**src/hdl/kth_pkg.sv**
```systemverilog
// kth_pkg: shared constants and types for the k-th largest stream tracker
// no dependencies; used by the interfaces and every module of the block
package kth_pkg;

    localparam int MAX_RANK   = 16;
    localparam int VALUE_BITS = 32;
    localparam int RANK_BITS  = 5;
    localparam int COUNT_BITS = $clog2(MAX_RANK + 1);
    localparam int IDX_BITS   = (MAX_RANK > 1) ? $clog2(MAX_RANK) : 1;

    typedef logic signed [VALUE_BITS-1:0] t_value;
    typedef logic [RANK_BITS-1:0]         t_rank;
    typedef logic [COUNT_BITS-1:0]        t_count;
    typedef logic [IDX_BITS-1:0]          t_idx;

    // controller to datapath commands
    typedef struct packed {
        logic load_item;
        logic do_insert;
        logic load_result;
    } t_kth_cmd;

endpackage

```
**src/hdl/kth_in_if.sv**
```systemverilog
// kth_in_if: input channel carrying one stream value per beat
// depends on kth_pkg
interface kth_in_if;
    import kth_pkg::*;

    logic   valid;
    logic   ready;
    t_value sample_value;
    logic   end_of_stream;

    modport source (output valid, output sample_value, output end_of_stream, input ready);
    modport sink   (input valid, input sample_value, input end_of_stream, output ready);
endinterface

```
**src/hdl/kth_out_if.sv**
```systemverilog
// kth_out_if: result channel carrying the k-th largest value per beat
// depends on kth_pkg
interface kth_out_if;
    import kth_pkg::*;

    logic   valid;
    logic   ready;
    t_value kth_value;
    logic   kth_found;

    modport source (output valid, output kth_value, output kth_found, input ready);
    modport sink   (input valid, input kth_value, input kth_found, output ready);
endinterface

```
**src/hdl/kth_cfg_if.sv**
```systemverilog
// kth_cfg_if: configuration write channel for the rank register
// depends on kth_pkg
interface kth_cfg_if;
    import kth_pkg::*;

    logic  valid;
    logic  ready;
    t_rank rank_k;

    modport source (output valid, output rank_k, input ready);
    modport sink   (input valid, input rank_k, output ready);
endinterface

```
**src/hdl/kth_largest_stream_tracker_top.sv**
```systemverilog
// kth_largest_stream_tracker_top: reports the k-th largest value of a signed stream
// an input beat is registered, inserted into the store, then loaded as a result
// one item in flight (accept, insert, report); the report waits for a free output
// the next value is taken while a result waits in the output register
// reset (synchronous, active low) empties the store and sets the rank to one
// depends on kth_pkg, kth_in_if, kth_out_if, kth_cfg_if, kth_ctrl, kth_dp
module kth_largest_stream_tracker_top (
    input  logic      i_clk,
    input  logic      i_rst_n,
    kth_in_if.sink    i_in,
    kth_out_if.source o_out,
    kth_cfg_if.sink   i_cfg
);
    import kth_pkg::*;

    t_kth_cmd cmd;

    // rank register is a plain write, always accepted
    assign i_cfg.ready = 1'b1;

    // controller: one item in flight, result held until taken
    kth_ctrl u_ctrl (
        .i_clk       (i_clk),
        .i_rst_n     (i_rst_n),
        .i_in_valid  (i_in.valid),
        .o_in_ready  (i_in.ready),
        .i_out_ready (o_out.ready),
        .o_out_valid (o_out.valid),
        .o_cmd       (cmd)
    );

    // datapath: sorted store of the largest values, largest first
    kth_dp u_dp (
        .i_clk           (i_clk),
        .i_rst_n         (i_rst_n),
        .i_cmd           (cmd),
        .i_sample_value  (i_in.sample_value),
        .i_end_of_stream (i_in.end_of_stream),
        .i_cfg_valid     (i_cfg.valid),
        .i_cfg_rank      (i_cfg.rank_k),
        .o_kth_value     (o_out.kth_value),
        .o_kth_found     (o_out.kth_found)
    );

    // the controller issues at most one command per cycle
    a_cmd_onehot: assert property (@(posedge i_clk) disable iff (!i_rst_n)
        $onehot0({cmd.load_item, cmd.do_insert, cmd.load_result}))
        else $error("more than one datapath command in a cycle");

    // an accepted beat is inserted in the following cycle
    a_insert_follows: assert property (@(posedge i_clk) disable iff (!i_rst_n)
        (i_in.valid && i_in.ready) |=> cmd.do_insert)
        else $error("insert did not follow an input beat");

    // loading a result always presents it on the output
    a_result_shown: assert property (@(posedge i_clk) disable iff (!i_rst_n)
        cmd.load_result |=> o_out.valid)
        else $error("loaded result not presented");

    // a miss reports all ones
    a_miss_value: assert property (@(posedge i_clk) disable iff (!i_rst_n)
        (o_out.valid && !o_out.kth_found) |-> (o_out.kth_value == '1))
        else $error("not-found result with a value other than -1");

endmodule

```
**src/hdl/kth_ctrl.sv**
```systemverilog
// kth_ctrl: sequencer for accept, insert and report of one item
// depends on kth_pkg
module kth_ctrl (
    input  logic              i_clk,
    input  logic              i_rst_n,
    input  logic              i_in_valid,
    output logic              o_in_ready,
    input  logic              i_out_ready,
    output logic              o_out_valid,
    output kth_pkg::t_kth_cmd o_cmd
);
    import kth_pkg::*;

    typedef enum logic [1:0] {
        S_IDLE,
        S_INSERT,
        S_REPORT
    } t_state;

    t_state r_state, n_state;
    logic   r_out_valid, n_out_valid;
    logic   out_free;

    assign o_in_ready  = (r_state == S_IDLE);
    assign o_out_valid = r_out_valid;
    assign out_free    = !r_out_valid || i_out_ready;

    always_comb begin
        n_state         = r_state;
        o_cmd           = '0;
        case (r_state)
            S_IDLE: begin
                if (i_in_valid) begin
                    o_cmd.load_item = 1'b1;
                    n_state         = S_INSERT;
                end
            end
            S_INSERT: begin
                o_cmd.do_insert = 1'b1;
                n_state         = S_REPORT;
            end
            S_REPORT: begin
                // wait for the result register to be free
                if (out_free) begin
                    o_cmd.load_result = 1'b1;
                    n_state           = S_IDLE;
                end
            end
            default: begin
                n_state = S_IDLE;
            end
        endcase
    end

    always_comb begin
        n_out_valid = r_out_valid;
        if (o_cmd.load_result) begin
            n_out_valid = 1'b1;
        end else if (i_out_ready) begin
            n_out_valid = 1'b0;
        end
    end

    always_ff @(posedge i_clk) begin
        if (!i_rst_n) begin
            r_state     <= S_IDLE;
            r_out_valid <= 1'b0;
        end else begin
            r_state     <= n_state;
            r_out_valid <= n_out_valid;
        end
    end

endmodule

```
**src/hdl/kth_dp.sv**
```systemverilog
// kth_dp: sorted value store with parallel compare-and-shift insert
// depends on kth_pkg; driven by kth_ctrl commands
module kth_dp (
    input  logic              i_clk,
    input  logic              i_rst_n,
    input  kth_pkg::t_kth_cmd i_cmd,
    input  kth_pkg::t_value   i_sample_value,
    input  logic              i_end_of_stream,
    input  logic              i_cfg_valid,
    input  kth_pkg::t_rank    i_cfg_rank,
    output kth_pkg::t_value   o_kth_value,
    output logic              o_kth_found
);
    import kth_pkg::*;

    t_value r_top [MAX_RANK];
    t_value n_top [MAX_RANK];
    t_count r_held;
    t_rank  r_rank;
    t_value r_sample;
    logic   r_eos;
    t_value r_kth_value;
    logic   r_kth_found;

    logic [MAX_RANK-1:0] keep;
    t_rank               eff_rank;
    t_rank               rank_m1;
    t_idx                rd_idx;
    logic                found;

    assign o_kth_value = r_kth_value;
    assign o_kth_found = r_kth_found;

    // entries at or above the new value stay put; the rest shift down one
    always_comb begin
        for (int i = 0; i < MAX_RANK; i++) begin
            keep[i] = (t_count'(i) < r_held) && (r_top[i] >= r_sample);
        end
        n_top[0] = keep[0] ? r_top[0] : r_sample;
        for (int i = 1; i < MAX_RANK; i++) begin
            if (keep[i]) begin
                n_top[i] = r_top[i];
            end else if (keep[i-1]) begin
                n_top[i] = r_sample;
            end else begin
                n_top[i] = r_top[i-1];
            end
        end
    end

    // rank zero reads as the maximum
    assign eff_rank = (r_rank == '0) ? t_rank'(1) : r_rank;
    assign rank_m1  = eff_rank - t_rank'(1);
    assign rd_idx   = t_idx'(rank_m1);
    assign found    = (int'(eff_rank) <= MAX_RANK) && (int'(r_held) >= int'(eff_rank));

    always_ff @(posedge i_clk) begin
        if (!i_rst_n) begin
            r_held <= '0;
            r_rank <= t_rank'(1);
        end else begin
            if (i_cfg_valid) begin
                r_rank <= i_cfg_rank;
            end
            if (i_cmd.do_insert && (int'(r_held) != MAX_RANK)) begin
                r_held <= r_held + t_count'(1);
            end
            if (i_cmd.load_result && r_eos) begin
                r_held <= '0;
            end
        end
    end

    always_ff @(posedge i_clk) begin
        if (i_cmd.load_item) begin
            r_sample <= i_sample_value;
            r_eos    <= i_end_of_stream;
        end
        if (i_cmd.do_insert) begin
            r_top <= n_top;
        end
        if (i_cmd.load_result) begin
            r_kth_found <= found;
            r_kth_value <= found ? r_top[rd_idx] : '1;
        end
    end

endmodule

```
**src/flat_wrapper.sv**
```systemverilog
// flat-port wrapper written by rule: the top's interface ports become plain ports
module kth_largest_stream_tracker_top_flat import kth_pkg::*;
  (i_clk, i_rst_n, i_in_valid, i_in_sample_value, i_in_end_of_stream, i_in_ready, o_out_valid, o_out_kth_value, o_out_kth_found, o_out_ready, i_cfg_valid, i_cfg_rank_k, i_cfg_ready);
  kth_in_if i_in_i ();
  kth_out_if o_out_i ();
  kth_cfg_if i_cfg_i ();
  input  logic i_clk;
  input  logic i_rst_n;
  input wire logic [$bits(i_in_i.valid)-1:0] i_in_valid;
  input wire logic [$bits(i_in_i.sample_value)-1:0] i_in_sample_value;
  input wire logic [$bits(i_in_i.end_of_stream)-1:0] i_in_end_of_stream;
  output wire logic [$bits(i_in_i.ready)-1:0] i_in_ready;
  output wire logic [$bits(o_out_i.valid)-1:0] o_out_valid;
  output wire logic [$bits(o_out_i.kth_value)-1:0] o_out_kth_value;
  output wire logic [$bits(o_out_i.kth_found)-1:0] o_out_kth_found;
  input wire logic [$bits(o_out_i.ready)-1:0] o_out_ready;
  input wire logic [$bits(i_cfg_i.valid)-1:0] i_cfg_valid;
  input wire logic [$bits(i_cfg_i.rank_k)-1:0] i_cfg_rank_k;
  output wire logic [$bits(i_cfg_i.ready)-1:0] i_cfg_ready;
  assign i_in_i.valid = i_in_valid;
  assign i_in_i.sample_value = i_in_sample_value;
  assign i_in_i.end_of_stream = i_in_end_of_stream;
  assign i_in_ready = i_in_i.ready;
  assign o_out_valid = o_out_i.valid;
  assign o_out_kth_value = o_out_i.kth_value;
  assign o_out_kth_found = o_out_i.kth_found;
  assign o_out_i.ready = o_out_ready;
  assign i_cfg_i.valid = i_cfg_valid;
  assign i_cfg_i.rank_k = i_cfg_rank_k;
  assign i_cfg_ready = i_cfg_i.ready;
  kth_largest_stream_tracker_top u_core (.i_clk(i_clk), .i_rst_n(i_rst_n), .i_in(i_in_i), .o_out(o_out_i), .i_cfg(i_cfg_i));
endmodule
```
**config.mk**
```make
export PLATFORM = sky130hd
export DESIGN_NAME = kth_largest_stream_tracker_top_flat
export DESIGN_NICKNAME = d
export VERILOG_FILES = /design/src/hdl/kth_pkg.sv /design/src/hdl/kth_in_if.sv /design/src/hdl/kth_out_if.sv /design/src/hdl/kth_cfg_if.sv /design/src/hdl/kth_largest_stream_tracker_top.sv /design/src/hdl/kth_ctrl.sv /design/src/hdl/kth_dp.sv /design/src/flat_wrapper.sv
export SDC_FILE = /design/constraint.sdc
export NUM_CORES = 2
export LEC_CHECK = 0
export BUFFER_PORTS_ARGS = -buffer_cell sky130_fd_sc_hd__buf_2
export CAP_MARGIN = 0
export CORE_ASPECT_RATIO = 0.75
export CORE_MARGIN = 2
export CORE_UTILIZATION = 55
export CTS_CLUSTER_SIZE = 14
export DETAILED_ROUTE_END_ITERATION = 10
export PLACE_DENSITY = 0.78
export SYNTH_ARGS = -nofsm -noshare
export SYNTH_HDL_FRONTEND = slang
export SYNTH_SLANG_ARGS = --single-unit
```
**constraint.sdc**
```tcl
create_clock -name i_clk -period 5.2 [get_ports i_clk]
set_input_delay 0.52 -clock i_clk [delete_from_list [all_inputs] [get_ports i_clk]]
set_output_delay 0.52 -clock i_clk [all_outputs]
set_load 0.02 [all_outputs]
```
==> metrics.md <==
| Metric | Value |
|---|---|
| Final hold violation count | `0` |
| Die footprint | `73400 um2` |
| Mapped Nets | `3483` |
| Post-synthesis cell type with the largest combined area | `edfxtp_1` |
| Setup Skew | `~0.026 ns` |
| Combinational share of power | `0.179` |
| Number of enable flip-flop cells after synthesis | `around 580` |
| Met3 WL | `19900 um` |
| Rows | `between 80 and 90` |
| Pins Over Slew Limit | `0` |
| Vias post-DR | `28500` |
| Most used DFF post-synth | `edfxtp_1` |
| Synthesized instance count | `2919` |
| CTS sink count | `591` |
| PD cells | `approximately 290 nW/um2` |
| Clock share of power | `0.360` |
| Starting Density | `0.557` |
| Layout cells sized above 1 | `0.304` |
| Slew at the pin closest to its max-slew limit | `between 1 and 1.5 ns` |
| Antenna violations before repair | `5` |
| Status | `complete, no violations` |
| Total gr overflow | `0` |
| Pre-CTS setup slack | `~0.51 ns` |
| Startpoint types | `register` |
| Post-CTS setup buffers | `0` |
| CTS tree | `built` |
| DR WL met2 | `~52000 um` |
| Clock transition at path regs | `about 0.06 ns` |
| Total GRT Usage | `0.353` |
| Min-delay src | `i_in_sample_value[14]` |
| Yosys top cell area share | `0.443` |
| Maximum clock path buffer count | `3` |
| Endpoints failing setup | `0` |
| Setup Crit Path Kind | `register to register` |
| Final core area utilization | `0.619` |
| Die Ht | `about 240 um` |
| Ys Warns | `0` |
| Maximum vdd drop | `between 0.0002 and 0.0003 V` |
| Top sig layer | `met5` |
| Sw Ratio | `0.289` |
| 1st-pass router iterations | `5` |
| First-pass GRT wire length | `190000 um` |
| Final TNS setup | `0 ns` |
| Root buf cell | `clkbuf_16` |
| Largest net degree at the start of global routing | `60` |
| DRT Wirelength | `roughly 130000 um` |
| Final WS setup | `between 0.3 and 0.4 ns` |
| Worst EP required | `5.61 ns` |
| Maximum fanout along the worst path | `32` |
| Sequential power share | `0.461` |
| Endpoint type of the worst setup path | `register` |
| Post-Syn Area | `about 39000 um2` |
| Vias in the first global route | `roughly 28000` |
| Worst-Skew Late Latency | `0.67 ns` |
| Gpl congestion | `about 1` |
| WL met1 | `between 50000 and 60000 um` |
| Synth top area cells | `edfxtp_1 (44%), ha_1 (17%), mux2_2 (14%)` |
| Critical path launch point | `u_core.u_dp.r_sample[19]` |
| Rel. slew slack | `0.0546` |
| DR vias/cell | `roughly 7` |
| Cell Area, Placed | `41500 um2` |
| Crit share post-route | `0.939` |
| H-tree depth | `2` |
| Die X | `~310 um` |
| Number of max-cap violations | `0` |
| FMAX | `between 200 and 250 MHz` |
| Num ports | `79` |
| Average instance area after synthesis | `roughly 13 um2` |
| Post-synthesis sequential area ratio | `0.450` |
| Filler Cells Inserted | `roughly 5300` |
| Num CTS Buffers | `61` |
| RSZ-0062 raised after global routing | `false` |
| Net Sw Power | `~3.6 mW` |
| Post-synth cell types | `72` |
| Count of input and output buffers | `between 70 and 80` |
| Post-DP HPWL | `95900 um` |
| Lkg Pwr | `around 16 nW` |
| Post-synthesis async set-or-reset flop share | `0` |
| HP Class | `primary input to register` |
| Iter 0 DRT Violations | `slightly below 4000` |
| Post-route cell area | `roughly 44000 um2` |
| Wire per inst | `32.4 um` |
| Drt drc | `0` |
| Post-synth top cells | `edfxtp_1 (578), ha_1 (521), mux2_2 (472)` |
| #FFs+latches synth | `591` |
| Core Area | `around 70000 um2` |
| Critical R2R Launch | `u_core.u_dp.r_sample[19]` |
| CP arrival | `around 5.3 ns` |
| NumNets Final | `3620` |
| Post-route ant nets | `0` |
| P_int | `a little under 9 mW` |
| Count leader, synth | `edfxtp_1` |
| Clock period minus worst slack | `between 4 and 5 ns` |
| Area Overhead vs Synth | `11.1%` |
## layer usage
layer / up-vias / GRT usage
met5: - / 0
met4: 8 / 0.124
met3: 238 / 0.132
met2: 1942 / 0.468
met1: 14400 / 0.524
li1: 12000 / -
## placed cells by master, fill, tap and decap left out, types with 75 or more instances in the layout
master and count:
edfxtp_1 578, ha_1 520, mux2_2 472, nand2_1 189
a21oi_1 173, mux4_2 128, buf_4 105, o21ai_0 86
nor2_1 82, buf_2 77, nand4_1 75
## path summary, 6_finish.rpt
path | end | slack, ns | depth (start not counted)
max | u_core.u_dp.r_top[237] | 0.32 | 11
min | u_core.u_dp.r_sample[14] | 0.03 | 1
max reg2reg | u_core.u_dp.r_top[237] | 0.32 | 11
min reg2reg | u_core.u_dp.r_rank[0] | 0.55 | 2
## per-stage QoR
step	hold WS, ns	cells	total power, mW
after floorplan	0.487	2919	7.05
after detailed placement	0.537	3933	7.95
after CTS	0.000176	4051	12.4
after global placement	0.521	3933	7.86
after global routing	0.0131	4051	12.8
final	0.0325	4053	12.4
## cell families after synthesis
logic type               Yosys count  share of synthesized area
adder cells (fa/ha/maj)          521                      0.166
buffers and inverters            196                     0.0226
flip-flops                       591                      0.450
AO/OA/AOI/OAI                    453                     0.0735
other                              1                  0.0000958
multiplexers                     649                      0.223
XOR/XNOR                           4                   0.000895
AND/OR/NAND/NOR                  504                     0.0636
## registers in the layout, summed over array words and instances (netlist names)
signal                     count
u_core.u_dp.r_held             5
u_core.u_ctrl.o_out_valid      1
u_core.u_dp.o_kth_value       32
u_core.u_ctrl.r_state          2
u_core.u_dp.r_sample          32
u_core.u_dp.o_kth_found        1
u_core.u_dp.r_top            512
u_core.u_dp.r_eos              1
u_core.u_dp.r_rank             5
## power groups by stage
stage	logic, mW	clock network (mW)	registers, mW
after floorplan	1.31	0	5.73
after global placement	2.06	0	5.80
after detailed placement	2.14	0	5.81
after CTS	2.16	4.49	5.71
after global routing	2.37	4.68	5.74
final	2.23	4.48	5.73
## critical path, cell delays in order, from the launching register on
cell       delay, ns
edfxtp_1        0.72
inv_1           0.54
ha_1            0.46
a21oi_1         0.11
o21ai_0         0.12
buf_4           0.16
a221oi_1        0.48
o21ai_0         0.31
a2111oi_0       0.80
a221oi_4        0.15
buf_4           0.39
mux2_2          0.36
## timing repair
action | 4_1_cts | 5_1_grt
hold buffers | 6 | 0
endpoints found under the hold margin | 6 | 0
gates resized for setup | 0 | 0
## layout make-up
cell class | instances | area (um2) | share of cell area
clock buffer | 82 | 1630 | 0.0374
antenna | 2 | 5.00 | 0.000115
sequential | 591 | 17600 | 0.405
clock inverter | 30 | 304 | 0.00699
multi-input combinational | 2132 | 21000 | 0.482
tap | 946 | 1180 | 0.0272
timing repair buffer | 204 | 1550 | 0.0357
inverter | 66 | 255 | 0.00587
No activity file was read; power rests on OpenSTA's default activity.
